File: config.mk
export PLATFORM = sky130hd
export DESIGN_NAME = load_delay_aqm_drop_engine
export DESIGN_NICKNAME = d
export VERILOG_FILES = /design/src/design/ldaqm_pkg.sv /design/src/design/ldaqm_front.sv /design/src/design/ldaqm_back.sv /design/src/design/load_delay_aqm_drop_engine.sv
export SDC_FILE = /design/constraint.sdc
export NUM_CORES = 2
export LEC_CHECK = 0
export BUFFER_PORTS_ARGS = -buffer_cell sky130_fd_sc_hd__buf_2
export CAP_MARGIN = 20
export CELL_PAD_IN_SITES_DETAIL_PLACEMENT = 1
export CELL_PAD_IN_SITES_GLOBAL_PLACEMENT = 2
export CORE_MARGIN = 5
export CORE_UTILIZATION = 25
export CTS_CLUSTER_SIZE = 8
export DETAILED_ROUTE_END_ITERATION = 16
export GPL_TIMING_DRIVEN = 0
export PLACE_DENSITY_LB_ADDON = 0.1
export RECOVER_POWER = 100
export SYNTH_ARGS = -nofsm -noshare
export SYNTH_HDL_FRONTEND = slang
export SYNTH_SLANG_ARGS = --single-unit
File: constraint.sdc
create_clock -name clk -period 12.53 [get_ports clk]
set_clock_uncertainty 0.05 [all_clocks]
set_input_delay 0.6265 -clock clk [delete_from_list [all_inputs] [get_ports clk]]
set_output_delay 0.6265 -clock clk [all_outputs]
set_load 0.05 [all_outputs]
File: src/design/ldaqm_pkg.sv
// Package for the load/delay AQM drop engine: payload structs, configuration
// struct, opcode and verdict codes, fixed-point constants and a rounding helper.
// No dependencies.
package ldaqm_pkg;

    localparam int LOAD_EXPONENT  = 3;
    localparam int IDLE_SLOT_BITS = 16;
    localparam int PEXP_W         = IDLE_SLOT_BITS + 1;
    localparam int QUEUE_DEPTH    = 2;
    localparam int QPTR_W         = 1;
    localparam int QCNT_W         = 2;
    localparam int DIV_STEPS      = 16;
    localparam int DCNT_W         = 4;
    localparam int ADDR_W         = 5;

    localparam logic [16:0] ONE_Q16 = 17'h10000;

    localparam logic [1:0] OP_ARRIVAL   = 2'd0;
    localparam logic [1:0] OP_TICK      = 2'd1;
    localparam logic [1:0] OP_DEQ_EMPTY = 2'd2;
    localparam logic [1:0] OP_DEQ_DONE  = 2'd3;

    localparam logic [1:0] VERDICT_ACCEPT = 2'd0;
    localparam logic [1:0] VERDICT_EARLY  = 2'd1;
    localparam logic [1:0] VERDICT_FORCED = 2'd2;

    localparam logic [2:0] REG_BYTE_MODE    = 3'd0;
    localparam logic [2:0] REG_QUEUE_LIMIT  = 3'd1;
    localparam logic [2:0] REG_QUEUE_WEIGHT = 3'd2;
    localparam logic [2:0] REG_RATE_WEIGHT  = 3'd3;
    localparam logic [2:0] REG_DELAY_WEIGHT = 3'd4;
    localparam logic [2:0] REG_QUEUE_TARGET = 3'd5;
    localparam logic [2:0] REG_LOAD_TARGET  = 3'd6;
    localparam logic [2:0] REG_SERVICE_RATE = 3'd7;

    typedef struct packed {
        logic [1:0]  opcode;
        logic [23:0] queue_size;
        logic [15:0] packet_size;
        logic [15:0] random_value;
        logic [31:0] time_now;
    } in_item_t;

    typedef struct packed {
        logic [1:0]  verdict;
        logic [15:0] probability_out;
        logic [31:0] queue_average_out;
        logic [31:0] early_drop_total;
        logic [31:0] forced_drop_total;
    } out_item_t;

    typedef struct packed {
        logic        byte_mode;
        logic [23:0] queue_limit;
        logic [15:0] queue_weight;
        logic [15:0] rate_weight;
        logic [15:0] delay_weight;
        logic [31:0] queue_target;
        logic [31:0] load_target;
        logic [31:0] service_rate;
    } cfg_t;

    // Rounded Q1.16 product; the operands never exceed 1.0, so p fits 33 bits.
    function automatic logic [16:0] qround(input logic [63:0] p);
        logic [33:0] s;
        s = 34'(p[32:0]) + 34'd32768;
        return s[32:16];
    endfunction

endpackage

File: src/design/ldaqm_front.sv
// Front end of the AQM engine: accepts input transfers into a short queue
// that decouples the handshake from the back-end sequencer. Uses ldaqm_pkg.
module ldaqm_front (
    input  logic                clk,
    input  logic                rst_n,
    input  logic                in_valid,
    output logic                in_ready,
    input  ldaqm_pkg::in_item_t in_data,
    output logic                q_valid,
    input  logic                q_pop,
    output ldaqm_pkg::in_item_t q_data
);
    import ldaqm_pkg::*;

    in_item_t          slot_reg [QUEUE_DEPTH];
    logic [QPTR_W-1:0] wr_ptr_reg, wr_ptr_next;
    logic [QPTR_W-1:0] rd_ptr_reg, rd_ptr_next;
    logic [QCNT_W-1:0] count_reg, count_next;
    logic              push, pop;

    assign in_ready = count_reg != QCNT_W'(QUEUE_DEPTH);
    assign q_valid  = count_reg != '0;
    assign q_data   = slot_reg[rd_ptr_reg];
    assign push     = in_valid && in_ready;
    assign pop      = q_pop && q_valid;

    always_comb
    begin
        wr_ptr_next = wr_ptr_reg;
        rd_ptr_next = rd_ptr_reg;
        count_next  = count_reg;
        if (push)
        begin
            wr_ptr_next = (wr_ptr_reg == QPTR_W'(QUEUE_DEPTH - 1)) ? '0 : wr_ptr_reg + 1'b1;
        end
        if (pop)
        begin
            rd_ptr_next = (rd_ptr_reg == QPTR_W'(QUEUE_DEPTH - 1)) ? '0 : rd_ptr_reg + 1'b1;
        end
        if (push && !pop)
        begin
            count_next = count_reg + 1'b1;
        end
        else if (pop && !push)
        begin
            count_next = count_reg - 1'b1;
        end
    end

    always_ff @(posedge clk or negedge rst_n)
    begin
        if (!rst_n)
        begin
            wr_ptr_reg <= '0;
            rd_ptr_reg <= '0;
            count_reg  <= '0;
        end
        else
        begin
            wr_ptr_reg <= wr_ptr_next;
            rd_ptr_reg <= rd_ptr_next;
            count_reg  <= count_next;
        end
    end

    always_ff @(posedge clk)
    begin
        if (push)
        begin
            slot_reg[wr_ptr_reg] <= in_data;
        end
    end

endmodule

File: src/design/ldaqm_back.sv
// Back end of the AQM engine: a sequencer with one shared multiplier, a
// square-and-multiply power loop and a bit-serial divider. Uses ldaqm_pkg.
module ldaqm_back (
    input  logic                 clk,
    input  logic                 rst_n,
    input  ldaqm_pkg::cfg_t      cfg,
    input  logic                 q_valid,
    output logic                 q_pop,
    input  ldaqm_pkg::in_item_t  q_data,
    output logic                 out_valid,
    input  logic                 out_ready,
    output ldaqm_pkg::out_item_t out_data
);
    import ldaqm_pkg::*;

    localparam logic [4:0] ST_IDLE   = 5'd0;
    localparam logic [4:0] ST_LD_A   = 5'd1;
    localparam logic [4:0] ST_LD_B   = 5'd2;
    localparam logic [4:0] ST_LD_C   = 5'd3;
    localparam logic [4:0] ST_SLOT   = 5'd4;
    localparam logic [4:0] ST_PW_R   = 5'd5;
    localparam logic [4:0] ST_PW_B   = 5'd6;
    localparam logic [4:0] ST_PW_W   = 5'd7;
    localparam logic [4:0] ST_QA_A   = 5'd8;
    localparam logic [4:0] ST_QA_B   = 5'd9;
    localparam logic [4:0] ST_QA_C   = 5'd10;
    localparam logic [4:0] ST_RT_SET = 5'd11;
    localparam logic [4:0] ST_RT_DIV = 5'd12;
    localparam logic [4:0] ST_RT_END = 5'd13;
    localparam logic [4:0] ST_PR_A   = 5'd14;
    localparam logic [4:0] ST_PR_B   = 5'd15;
    localparam logic [4:0] ST_PR_C   = 5'd16;
    localparam logic [4:0] ST_FIN    = 5'd17;

    localparam logic [39:0] SLOT_MAX = 40'((64'd1 << IDLE_SLOT_BITS) - 64'd1);

    logic [4:0]        state_reg, state_next;
    logic [4:0]        ret_reg, ret_next;
    in_item_t          cur_reg, cur_next;
    logic [31:0]       qavg_reg, qavg_next;
    logic [31:0]       load_reg, load_next;
    logic [15:0]       arr_reg, arr_next;
    logic [15:0]       prob_reg, prob_next;
    logic              idle_reg, idle_next;
    logic [31:0]       idle_start_reg, idle_start_next;
    logic [31:0]       early_reg, early_next;
    logic [31:0]       forced_reg, forced_next;
    logic [63:0]       prod_reg;
    logic [48:0]       acc_reg, acc_next;
    logic [16:0]       pb_reg, pb_next;
    logic [16:0]       pr_reg, pr_next;
    logic [PEXP_W-1:0] pe_reg, pe_next;
    logic [31:0]       rem_reg, rem_next;
    logic [15:0]       quo_reg, quo_next;
    logic [DCNT_W-1:0] dcnt_reg, dcnt_next;
    logic [16:0]       qt_reg, qt_next;
    logic              tsel_reg, tsel_next;
    logic              out_valid_reg, out_valid_next;
    out_item_t         out_reg, out_next;

    logic [31:0] mul_a, mul_b;
    logic        out_free;
    logic        forced;
    logic [49:0] sum;
    logic [IDLE_SLOT_BITS-1:0] slots;
    logic [31:0] ratio_x, ratio_t;
    logic [32:0] rem2;
    logic        ge;

    assign out_free  = !out_valid_reg || out_ready;
    assign out_valid = out_valid_reg;
    assign out_data  = out_reg;

    always_comb
    begin
        state_next      = state_reg;
        ret_next        = ret_reg;
        cur_next        = cur_reg;
        qavg_next       = qavg_reg;
        load_next       = load_reg;
        arr_next        = arr_reg;
        prob_next       = prob_reg;
        idle_next       = idle_reg;
        idle_start_next = idle_start_reg;
        early_next      = early_reg;
        forced_next     = forced_reg;
        acc_next        = acc_reg;
        pb_next         = pb_reg;
        pr_next         = pr_reg;
        pe_next         = pe_reg;
        rem_next        = rem_reg;
        quo_next        = quo_reg;
        dcnt_next       = dcnt_reg;
        qt_next         = qt_reg;
        tsel_next       = tsel_reg;
        out_valid_next  = out_valid_reg && !out_ready;
        out_next        = out_reg;
        q_pop           = 1'b0;
        mul_a           = '0;
        mul_b           = '0;
        forced          = 1'b0;
        sum             = 50'(acc_reg) + 50'(prod_reg[48:0]) + 50'd32768;
        slots           = '0;
        ratio_x         = tsel_reg ? load_reg : qavg_reg;
        ratio_t         = tsel_reg ? cfg.load_target : cfg.queue_target;
        rem2            = {rem_reg, 1'b0};
        ge              = rem2 >= {1'b0, ratio_t};

        case (state_reg)
            ST_IDLE:
            begin
                if (q_valid && (q_data.opcode == OP_TICK || out_free))
                begin
                    q_pop    = 1'b1;
                    cur_next = q_data;
                    // A tick may start while a result still waits, so it leaves it alone.
                    if (q_data.opcode != OP_TICK)
                    begin
                        out_next.verdict           = VERDICT_ACCEPT;
                        out_next.probability_out   = prob_reg;
                        out_next.queue_average_out = qavg_reg;
                        out_next.early_drop_total  = early_reg;
                        out_next.forced_drop_total = forced_reg;
                    end
                    case (q_data.opcode)
                        OP_ARRIVAL:
                        begin
                            if (arr_reg != 16'hFFFF)
                            begin
                                arr_next = arr_reg + 16'd1;
                            end
                            if (cfg.byte_mode)
                            begin
                                forced = (25'(q_data.queue_size) + 25'(q_data.packet_size))
                                         > 25'(cfg.queue_limit);
                            end
                            else
                            begin
                                forced = q_data.queue_size >= cfg.queue_limit;
                            end
                            if (forced)
                            begin
                                forced_next = forced_reg + 32'd1;
                                out_next.verdict = VERDICT_FORCED;
                                out_next.forced_drop_total = forced_reg + 32'd1;
                            end
                            else if (q_data.random_value <= prob_reg)
                            begin
                                early_next = early_reg + 32'd1;
                                out_next.verdict = VERDICT_EARLY;
                                out_next.early_drop_total = early_reg + 32'd1;
                            end
                            out_valid_next = 1'b1;
                        end
                        OP_TICK:
                        begin
                            state_next = ST_LD_A;
                        end
                        OP_DEQ_EMPTY:
                        begin
                            idle_next       = 1'b1;
                            idle_start_next = q_data.time_now;
                            out_valid_next  = 1'b1;
                        end
                        default:
                        begin
                            idle_next      = 1'b0;
                            out_valid_next = 1'b1;
                        end
                    endcase
                end
            end
            ST_LD_A:
            begin
                mul_a      = 32'(ONE_Q16 - 17'(cfg.rate_weight));
                mul_b      = load_reg;
                state_next = ST_LD_B;
            end
            ST_LD_B:
            begin
                acc_next   = prod_reg[48:0];
                mul_a      = 32'(cfg.rate_weight);
                mul_b      = {8'd0, arr_reg, 8'd0};
                state_next = ST_LD_C;
            end
            ST_LD_C:
            begin
                load_next  = (sum[49:48] != 2'd0) ? 32'hFFFF_FFFF : sum[47:16];
                arr_next   = '0;
                mul_a      = cur_reg.time_now - idle_start_reg;
                mul_b      = cfg.service_rate;
                state_next = ST_SLOT;
            end
            ST_SLOT:
            begin
                if (idle_reg)
                begin
                    slots = (prod_reg[63:24] > SLOT_MAX) ? IDLE_SLOT_BITS'(SLOT_MAX)
                                                         : IDLE_SLOT_BITS'(prod_reg[63:24]);
                end
                idle_next  = 1'b0;
                pe_next    = PEXP_W'(slots) + PEXP_W'(1);
                pb_next    = ONE_Q16 - 17'(cfg.queue_weight);
                pr_next    = ONE_Q16;
                ret_next   = ST_QA_A;
                state_next = ST_PW_R;
            end
            ST_PW_R:
            begin
                mul_a      = 32'(pr_reg);
                mul_b      = 32'(pb_reg);
                state_next = ST_PW_B;
            end
            ST_PW_B:
            begin
                if (pe_reg[0])
                begin
                    pr_next = qround(prod_reg);
                end
                mul_a      = 32'(pb_reg);
                mul_b      = 32'(pb_reg);
                state_next = ST_PW_W;
            end
            ST_PW_W:
            begin
                pb_next = qround(prod_reg);
                pe_next = pe_reg >> 1;
                if ((pe_reg >> 1) == '0)
                begin
                    state_next = ret_reg;
                end
                else
                begin
                    state_next = ST_PW_R;
                end
            end
            ST_QA_A:
            begin
                mul_a      = qavg_reg;
                mul_b      = 32'(pr_reg);
                state_next = ST_QA_B;
            end
            ST_QA_B:
            begin
                acc_next   = prod_reg[48:0];
                mul_a      = 32'(cfg.queue_weight);
                mul_b      = {cur_reg.queue_size, 8'd0};
                state_next = ST_QA_C;
            end
            ST_QA_C:
            begin
                qavg_next  = (sum[49:48] != 2'd0) ? 32'hFFFF_FFFF : sum[47:16];
                tsel_next  = 1'b0;
                state_next = ST_RT_SET;
            end
            ST_RT_SET:
            begin
                // A zero target, or an average or load at or above it, gives a full term.
                if (ratio_t == '0 || ratio_x >= ratio_t)
                begin
                    pr_next    = ONE_Q16;
                    state_next = ST_RT_END;
                end
                else
                begin
                    rem_next   = ratio_x;
                    quo_next   = '0;
                    dcnt_next  = '0;
                    state_next = ST_RT_DIV;
                end
            end
            ST_RT_DIV:
            begin
                rem_next  = ge ? 32'(rem2 - {1'b0, ratio_t}) : rem2[31:0];
                quo_next  = {quo_reg[14:0], ge};
                dcnt_next = dcnt_reg + 1'b1;
                if (dcnt_reg == DCNT_W'(DIV_STEPS - 1))
                begin
                    pb_next    = {1'b0, quo_reg[14:0], ge};
                    pr_next    = ONE_Q16;
                    pe_next    = PEXP_W'(LOAD_EXPONENT);
                    ret_next   = ST_RT_END;
                    state_next = ST_PW_R;
                end
            end
            ST_RT_END:
            begin
                if (!tsel_reg)
                begin
                    qt_next    = pr_reg;
                    tsel_next  = 1'b1;
                    state_next = ST_RT_SET;
                end
                else
                begin
                    state_next = ST_PR_A;
                end
            end
            ST_PR_A:
            begin
                mul_a      = 32'(cfg.delay_weight);
                mul_b      = 32'(qt_reg);
                state_next = ST_PR_B;
            end
            ST_PR_B:
            begin
                acc_next   = prod_reg[48:0];
                mul_a      = 32'(ONE_Q16 - 17'(cfg.delay_weight));
                mul_b      = 32'(pr_reg);
                state_next = ST_PR_C;
            end
            ST_PR_C:
            begin
                prob_next  = (sum[49:32] != '0) ? 16'hFFFF : sum[31:16];
                state_next = ST_FIN;
            end
            ST_FIN:
            begin
                if (out_free)
                begin
                    out_next.verdict           = VERDICT_ACCEPT;
                    out_next.probability_out   = prob_reg;
                    out_next.queue_average_out = qavg_reg;
                    out_next.early_drop_total  = early_reg;
                    out_next.forced_drop_total = forced_reg;
                    out_valid_next             = 1'b1;
                    state_next                 = ST_IDLE;
                end
            end
            default:
            begin
                state_next = ST_IDLE;
            end
        endcase
    end

    always_ff @(posedge clk or negedge rst_n)
    begin
        if (!rst_n)
        begin
            state_reg      <= ST_IDLE;
            qavg_reg       <= '0;
            load_reg       <= '0;
            arr_reg        <= '0;
            prob_reg       <= '0;
            idle_reg       <= 1'b1;
            idle_start_reg <= '0;
            early_reg      <= '0;
            forced_reg     <= '0;
            out_valid_reg  <= 1'b0;
        end
        else
        begin
            state_reg      <= state_next;
            qavg_reg       <= qavg_next;
            load_reg       <= load_next;
            arr_reg        <= arr_next;
            prob_reg       <= prob_next;
            idle_reg       <= idle_next;
            idle_start_reg <= idle_start_next;
            early_reg      <= early_next;
            forced_reg     <= forced_next;
            out_valid_reg  <= out_valid_next;
        end
    end

    always_ff @(posedge clk)
    begin
        prod_reg <= 64'(mul_a) * 64'(mul_b);
        ret_reg  <= ret_next;
        cur_reg  <= cur_next;
        acc_reg  <= acc_next;
        pb_reg   <= pb_next;
        pr_reg   <= pr_next;
        pe_reg   <= pe_next;
        rem_reg  <= rem_next;
        quo_reg  <= quo_next;
        dcnt_reg <= dcnt_next;
        qt_reg   <= qt_next;
        tsel_reg <= tsel_next;
        out_reg  <= out_next;
    end

endmodule

File: src/design/load_delay_aqm_drop_engine.sv
// Channel   | Signals                          | Transfer when
// ----------+----------------------------------+------------------------------
// input     | in_valid, in_ready, in_data      | in_valid && in_ready
// output    | out_valid, out_ready, out_data   | out_valid && out_ready
// config    | psel, penable, pwrite, paddr ... | psel && penable && pwrite
//
// Arrivals and dequeue events are answered from the idle state once the output is free.
// A tick runs through the shared multiplier, the power loop and the 16-step divider.
// Reset is asynchronous, active low, and the block is ready straight after it.
// The two-entry input queue keeps accepting, until full, while a result waits for out_ready.
//
// Top level of the load/delay AQM drop engine: configuration registers and the
// front and back ends. Depends on ldaqm_pkg, ldaqm_front and ldaqm_back.
module load_delay_aqm_drop_engine (
    input  logic                         clk,
    input  logic                         rst_n,
    input  logic                         in_valid,
    output logic                         in_ready,
    input  ldaqm_pkg::in_item_t          in_data,
    output logic                         out_valid,
    input  logic                         out_ready,
    output ldaqm_pkg::out_item_t         out_data,
    input  logic                         psel,
    input  logic                         penable,
    input  logic                         pwrite,
    input  logic [ldaqm_pkg::ADDR_W-1:0] paddr,
    input  logic [31:0]                  pwdata,
    output logic [31:0]                  prdata,
    output logic                         pready
);
    import ldaqm_pkg::*;

    cfg_t     cfg_reg;
    logic     q_valid, q_pop;
    in_item_t q_data;
    logic     wr_en;

    assign pready = 1'b1;
    assign wr_en  = psel && penable && pwrite;

    always_ff @(posedge clk or negedge rst_n)
    begin
        if (!rst_n)
        begin
            cfg_reg.byte_mode    <= 1'b0;
            cfg_reg.queue_limit  <= 24'd25;
            cfg_reg.queue_weight <= 16'd131;
            cfg_reg.rate_weight  <= 16'd65404;
            cfg_reg.delay_weight <= 16'd49152;
            cfg_reg.queue_target <= 32'd384000;
            cfg_reg.load_target  <= 32'd182;
            cfg_reg.service_rate <= 32'd6291;
        end
        else if (wr_en)
        begin
            case (paddr[4:2])
                REG_BYTE_MODE:    cfg_reg.byte_mode    <= pwdata[0];
                REG_QUEUE_LIMIT:  cfg_reg.queue_limit  <= pwdata[23:0];
                REG_QUEUE_WEIGHT: cfg_reg.queue_weight <= pwdata[15:0];
                REG_RATE_WEIGHT:  cfg_reg.rate_weight  <= pwdata[15:0];
                REG_DELAY_WEIGHT: cfg_reg.delay_weight <= pwdata[15:0];
                REG_QUEUE_TARGET: cfg_reg.queue_target <= pwdata;
                REG_LOAD_TARGET:  cfg_reg.load_target  <= pwdata;
                REG_SERVICE_RATE: cfg_reg.service_rate <= pwdata;
                default:          cfg_reg.byte_mode    <= cfg_reg.byte_mode;
            endcase
        end
    end

    always_comb
    begin
        case (paddr[4:2])
            REG_BYTE_MODE:    prdata = {31'd0, cfg_reg.byte_mode};
            REG_QUEUE_LIMIT:  prdata = {8'd0, cfg_reg.queue_limit};
            REG_QUEUE_WEIGHT: prdata = {16'd0, cfg_reg.queue_weight};
            REG_RATE_WEIGHT:  prdata = {16'd0, cfg_reg.rate_weight};
            REG_DELAY_WEIGHT: prdata = {16'd0, cfg_reg.delay_weight};
            REG_QUEUE_TARGET: prdata = cfg_reg.queue_target;
            REG_LOAD_TARGET:  prdata = cfg_reg.load_target;
            REG_SERVICE_RATE: prdata = cfg_reg.service_rate;
            default:          prdata = '0;
        endcase
    end

    ldaqm_front u_front (
        .clk      (clk),
        .rst_n    (rst_n),
        .in_valid (in_valid),
        .in_ready (in_ready),
        .in_data  (in_data),
        .q_valid  (q_valid),
        .q_pop    (q_pop),
        .q_data   (q_data)
    );

    ldaqm_back u_back (
        .clk       (clk),
        .rst_n     (rst_n),
        .cfg       (cfg_reg),
        .q_valid   (q_valid),
        .q_pop     (q_pop),
        .q_data    (q_data),
        .out_valid (out_valid),
        .out_ready (out_ready),
        .out_data  (out_data)
    );

endmodule

; ---- Yosys cells after proc, flatten, opt, wreduce, memory -nomap -nowiden
; Memory sizes are Yosys's and may differ from the RTL's.
; Cells that the tools add are included.
[classes]
shifts = 0
n_reduce_logical = 58
n_lt_le_gt_ge = 6
addsub = 18
n_mux = 70
div = 0
bitwise_logic = 2
n_eq_ne = 41
n_mul = 1
[op_table]
columns = operator, count
row1 = $mux W114, 3
row2 = $pmux W32 S9, 1
row3 = $mux W32, 8
row4 = $pmux W32 S8, 1
row5 = $pmux W114 S2, 1
row6 = $pmux W32 S7, 1
row7 = $mux W16, 7
row8 = $pmux W17 S3, 2
row9 = $pmux W5 S18, 1
row10 = $mux W17, 5
row11 = $pmux W17 S4, 1
row12 = $add A32 B1 Y32 const B, 2
row13 = $mul A32 B32 Y64, 1
row14 = $mux W64, 1
row15 = $pmux W32 S2, 1
row16 = $sub A32 B32 Y32, 2
row17 = $add A49 B49 Y50, 1
row18 = $add A50 B16 Y50 const B, 1
row19 = $eq A5 B4 Y1 const B, 8
row20 = $gt A40 B16 Y1 const B, 1
row21 = $sub A17 B16 Y18 const A, 2
row22 = $add A33 B16 Y33 const B, 1
row23 = $ge A33 B32 Y1, 1
row24 = $ge A32 B32 Y1, 1
row25 = 54 further kinds, 142
[word_totals]
input_bits = 134
romBits = 0
n_memories = 1
output_inout_bits = 149
wordCells = 236
ff_bits = 780
mem_bits_rw = 180
latch_bits = 0
[memory_table]
columns = memory, words, word_bits, read_ports, rd_ports_with_merged_regs, write_ports, line_no
row1 = u_front.slot_reg, 2, 90, 1, 0, 1, ldaqm_front.sv:15  ; in_item_t slot_reg [QUEUE_DEPTH];

; ---- Depth between registers and ports, before layout
; An unclocked memory read counts as a cell.
[depth]
ltp_word = 11
mapped_depth = 42
mapped_depth_nobuf = 41

; ---- By module
; A second synthesis with hierarchy kept.
[unflattened]
hier_cells = 8365
area_unflattened_um2 = 83824.1
[modules_own_cells]
columns = mod, area_per_inst_um2, seq_area_each_um2, cells_each, instances
row1 = ldaqm_back, 68903.6, 16472.0, 7521, 1
row2 = load_delay_aqm_drop_engine, 7782.5, 4277.9, 546, 1
row3 = ldaqm_front, 7138.1, 5505.3, 298, 1

; ---- Worst setup path before layout
; No wires, ideal clock.
[synth_timing]
path_type = flip-flop to flip-flop
start = reg u_back.state_reg[4]
end = reg u_back.prod_reg[58]
arrival_ns = 9.799
n_path_buf = 4
synth_period_minus_slack_ns = 9.973
setup_slack_ns = 2.557
required_ns = 12.356
path_stages_with_launch = 39
setup_time_ns = 0.124
path_cell_list = dfrtp_1 -> buf_2 -> nand2b_1 -> buf_4 -> nor2_2 -> mux2i_1 -> ha_1 -> nand2_1 -> nor3_2 -> xnor2_1 -> nand2_1 -> and4_1 -> clkbuf_1 -> buf_1 -> nor2_1 -> fa_1 -> fa_1 -> fa_1 -> [... 3 more ...] -> fa_1 -> fa_1 -> fa_1 -> inv_1 -> fa_1 -> inv_1 -> ha_1 -> a221o_1 -> a31oi_1 -> o21ai_0 -> a221oi_1 -> o41ai_1 -> and3_1 -> o211a_1 -> nor3b_1 -> o31ai_1 -> a21oi_1 -> xnor2_1
[synth_between]
elab_chain_len = 4
word_cells_on_any_way = 14
classes_between = mul: 1 / eq/ne: 9 / mux: 2 / reduce/logical: 2
[synth_rtl]
columns = element, line_no
row1 = start: declaration, ldaqm_back.sv:37  ; logic [4:0] state_reg, state_next;
row2 = start signal: assignment, ldaqm_back.sv:354  ; state_reg <= state_next;
row3 = $eq A5 B4 Y1 or $eq A5 B3 Y1 (tied branches), ldaqm_back.sv:109  ; case (state_reg)
row4 = $reduce_or A2 Y1 (no line), n/a
row5 = $pmux W32 S7, ldaqm_back.sv:109
row6 = $mul A32 B32 Y64 (*), ldaqm_back.sv:369  ; prod_reg <= 64'(mul_a) * 64'(mul_b);
row7 = end signal: assignment, ldaqm_back.sv:369
row8 = end: declaration, ldaqm_back.sv:48  ; logic [63:0] prod_reg;
; Every way passes the cells marked *; elsewhere a longest branch is shown, timed or not.
; A chain may end at the register's enable or synchronous reset.

; ---- Final worst setup path
[layout_timing]
start = reg u_back.state_reg[1]
end = reg u_back.prod_reg[60]
; Same word-level chain as after synthesis.

==> flow_summary.yaml <==
status:
  outcome: "finished with violations"
  violations: "capacitance limit, slew limit"
floorplan:
  io_pins: 283
  initial_core_util_pct: 25.09
  die_height_um: 588.5
  row_count: 212
  coreArea_mm2: 0.3334
  die_x_um: 588.5
  die_area_mm2: 0.3463
route:
  avgRoutedWirePerCell_um: 30.82
  antenna_left: 0
  detail_route.vias_per_cell: 4.948
  routed-wl-met2_mm: 192.1
  met1Wirelength_mm: 187.9
  drc: 0
  routed_wl_mm: 417.0
  drtIter0Drc: 4733
  highest_layer: "met5"
  via_count: 66953
  detail_route.first_pass.iterations: 5
  met3_length_mm: 19.69
min_path:
  hold_end: "cfg_reg[160]"
  min_path_type: "in -> reg"
  holdPathStages: 3
  worstHoldStart: "pwdata[16]"
clocking:
  clk_pin_slew_ps: 60
  clkLatencyLatePin_ps: 850
  htreeDepth: 4
  cts_buffer_depth: 4
  cts.sinks: 956
  cts_buffers: 147
  cts_root_buffer: "clkbuf_16"
  cts_tree: "done"
synthesis:
  synth_compound_area_share_pct: 10.35
  synthXorXnorAreaFrac_pct: 3.162
  postSynthCellCount: 8401
  synth-adder-area-share_pct: 29.62
  ys_ff_latch: 956
  yosys_warnings: 0
  ys_seq_area_share_pct: 31.38
  synth_nets: 9976
  async_flop_share_pct: 38.91
  syn_area_mm2: 0.08366
  synthFlopType: "edfxtp_1"
  post_synth.cell_area_avg_um2: 9.958
  yosys.area_share.simple_pct: 13.13
  synth.mux.area_fraction_pct: 5.312
  synth_cell_type_count: 98
  synth_top_family_by_area: "adder cells"
  synth_edf_count: 520
grt:
  grt_max_degree: 104
  grt_usage_pct: 23.67
  grt_pass1_vias: 72741
  grt_overflow: 0
  antenna_found_initial: 37
  grt_first_pass_wirelength_mm: 582.6
sta:
  finalHoldViolCount: 0
  setup_slack_ps: 330.7
  hold_ws_ps: 67.32
  slew_violations: 799
  setup_tns_ps: 0
  fin_crit_ps: 12200
  max_freq_ghz: 0.08197
  worst_pin_slew_ps: 6206
  fin_crit_sh_pct: 97.36
  setup_viol: 0
  rsz0062_at_grt: "false"
  slew_headroom_pct: -313.7
finish:
  largest_register_ffs: 180
  area_delta_synth_final_pct: 16.37
  layout_commonest_cell: "inv_1"
  drive_gt1_share_pct: 8.851
  nNetsFinal: 10589
  final_cell_mix: "inv_1, nand2_1, fa_1"
  fin_util_pct: 29.20
critical_path:
  crit_top_cell: "fa_1"
  regToRegEndpoint: "u_back.prod_reg[60]"
  cp.arrival_ps: 12790
  worstPathMaxFanout: 10
  cpMaxStageDelayCell: "a221oi_1"
  r2r_setup_slack_ps: 330
  path_class: "reg -> reg"
  cp-end-kind: "flip-flop"
  critPathMaxStageDelay_ps: 590
  cp_data_required_time_ps: 13120
  timing.rr.start: "u_back.state_reg[1]"
  rr_worst_depth: 38
  cp-start-kind: "flip-flop"
flow_run:
  drv_cap: 22
place:
  dp_hpwl_mm: 344.8
  gp_congestion: 0.9461
  pre_cts_ws_ps: -1347
  portBuffers: 278
critical path: cells and delay by family, from the launching register on:
kind                       cells  cell delay (ps)
AOI/OAI and AO/OA             12             3710
xor gates and xnor gates       1              160
adders and majority gates      9             4580
buffers and inverters         10             1920
DFF                            1              320
and+or+nand+nor                6             1250
per-stage QoR:
step / cell area [um^2] / instances
2_1_floorplan: 83660 / 8401
3_3_place_gp: 90540 / 13066
3_5_place_dp: 92350 / 13158
4_1_cts: 97910 / 13521
5_1_grt: 97330 / 13521
6_report: 97360 / 13530
cell usage after synthesis (47+ instances only):
library cell	instances	area (um^2)
a21o_1	117	878.3
a21oi_1	298	1491
a22o_1	53	464.2
a22oi_1	89	668.1
and2_1	106	663.1
and3_1	123	769.5
clkbuf_1	352	1321
dfrtp_1	332	8308
dfxtp_1	64	1281
edfxtp_1	520	15610
fa_1	899	18000
ha_1	542	6782
inv_1	1151	4320
mux2_2	316	3558
mux2i_1	66	660.6
nand2_1	979	3675
nand3_1	96	480.5
nand4_1	69	431.7
nor2_1	799	2999
nor2b_1	47	294.0
nor3_1	54	270.3
o21ai_0	260	1301
or3_1	53	331.6
xnor2_1	207	1813
xor2_1	95	832.1
how the worst max path moves through the flow:
stage,from,to,slack [ps],cells past startpoint
floorplan,u_back.state_reg[4],u_back.prod_reg[58],2560,38
global placement,u_back.state_reg[1],u_back.prod_reg[58],-3660,38
detailed placement,u_back.state_reg[1],u_back.prod_reg[58],-1350,39
CTS,u_back.idle_start_reg[2],u_back.prod_reg[57],10,37
global route,u_back.idle_start_reg[0],u_back.prod_reg[57],3,40
finish,u_back.state_reg[1],u_back.prod_reg[60],330,38
layer usage:
metal,vias up,GRT usage (%)
met5,-,0
met3,473,2.877
met4,10,7.897
li1,29272,-
met2,1731,38.79
met1,35467,32.39
layout make-up:
type | count | area, um^2
antenna | 14 | 35.03
buffer | 391 | 1598
clock buffer | 251 | 4267
clock inverter | 13 | 116.4
fill | 37901 | 236100
inverter | 1153 | 4328
multi-input combinational | 5887 | 51930
sequential | 956 | 26260
tap | 4387 | 5489
timing repair buffer | 478 | 3339
timing repair:
item,CTS,global route
hold buffers,102,0
hold endpoints to repair,261,0
resized for setup,55,103
endpoints found under the setup margin,33,23
setup buffers,1,4
pin swaps,1,3
kinds of logic after synthesis:
family | after synthesis
AOI/OAI and AO/OA | 1276
xor gates and xnor gates | 302
adders and majority gates | 1441
buffers and inverters | 1558
DFF | 956
muxes | 392
other | 1
and+or+nand+nor | 2475
Power is not shown: default switching activity piles up to over one toggle a cycle in this logic, so the estimate is an artifact.
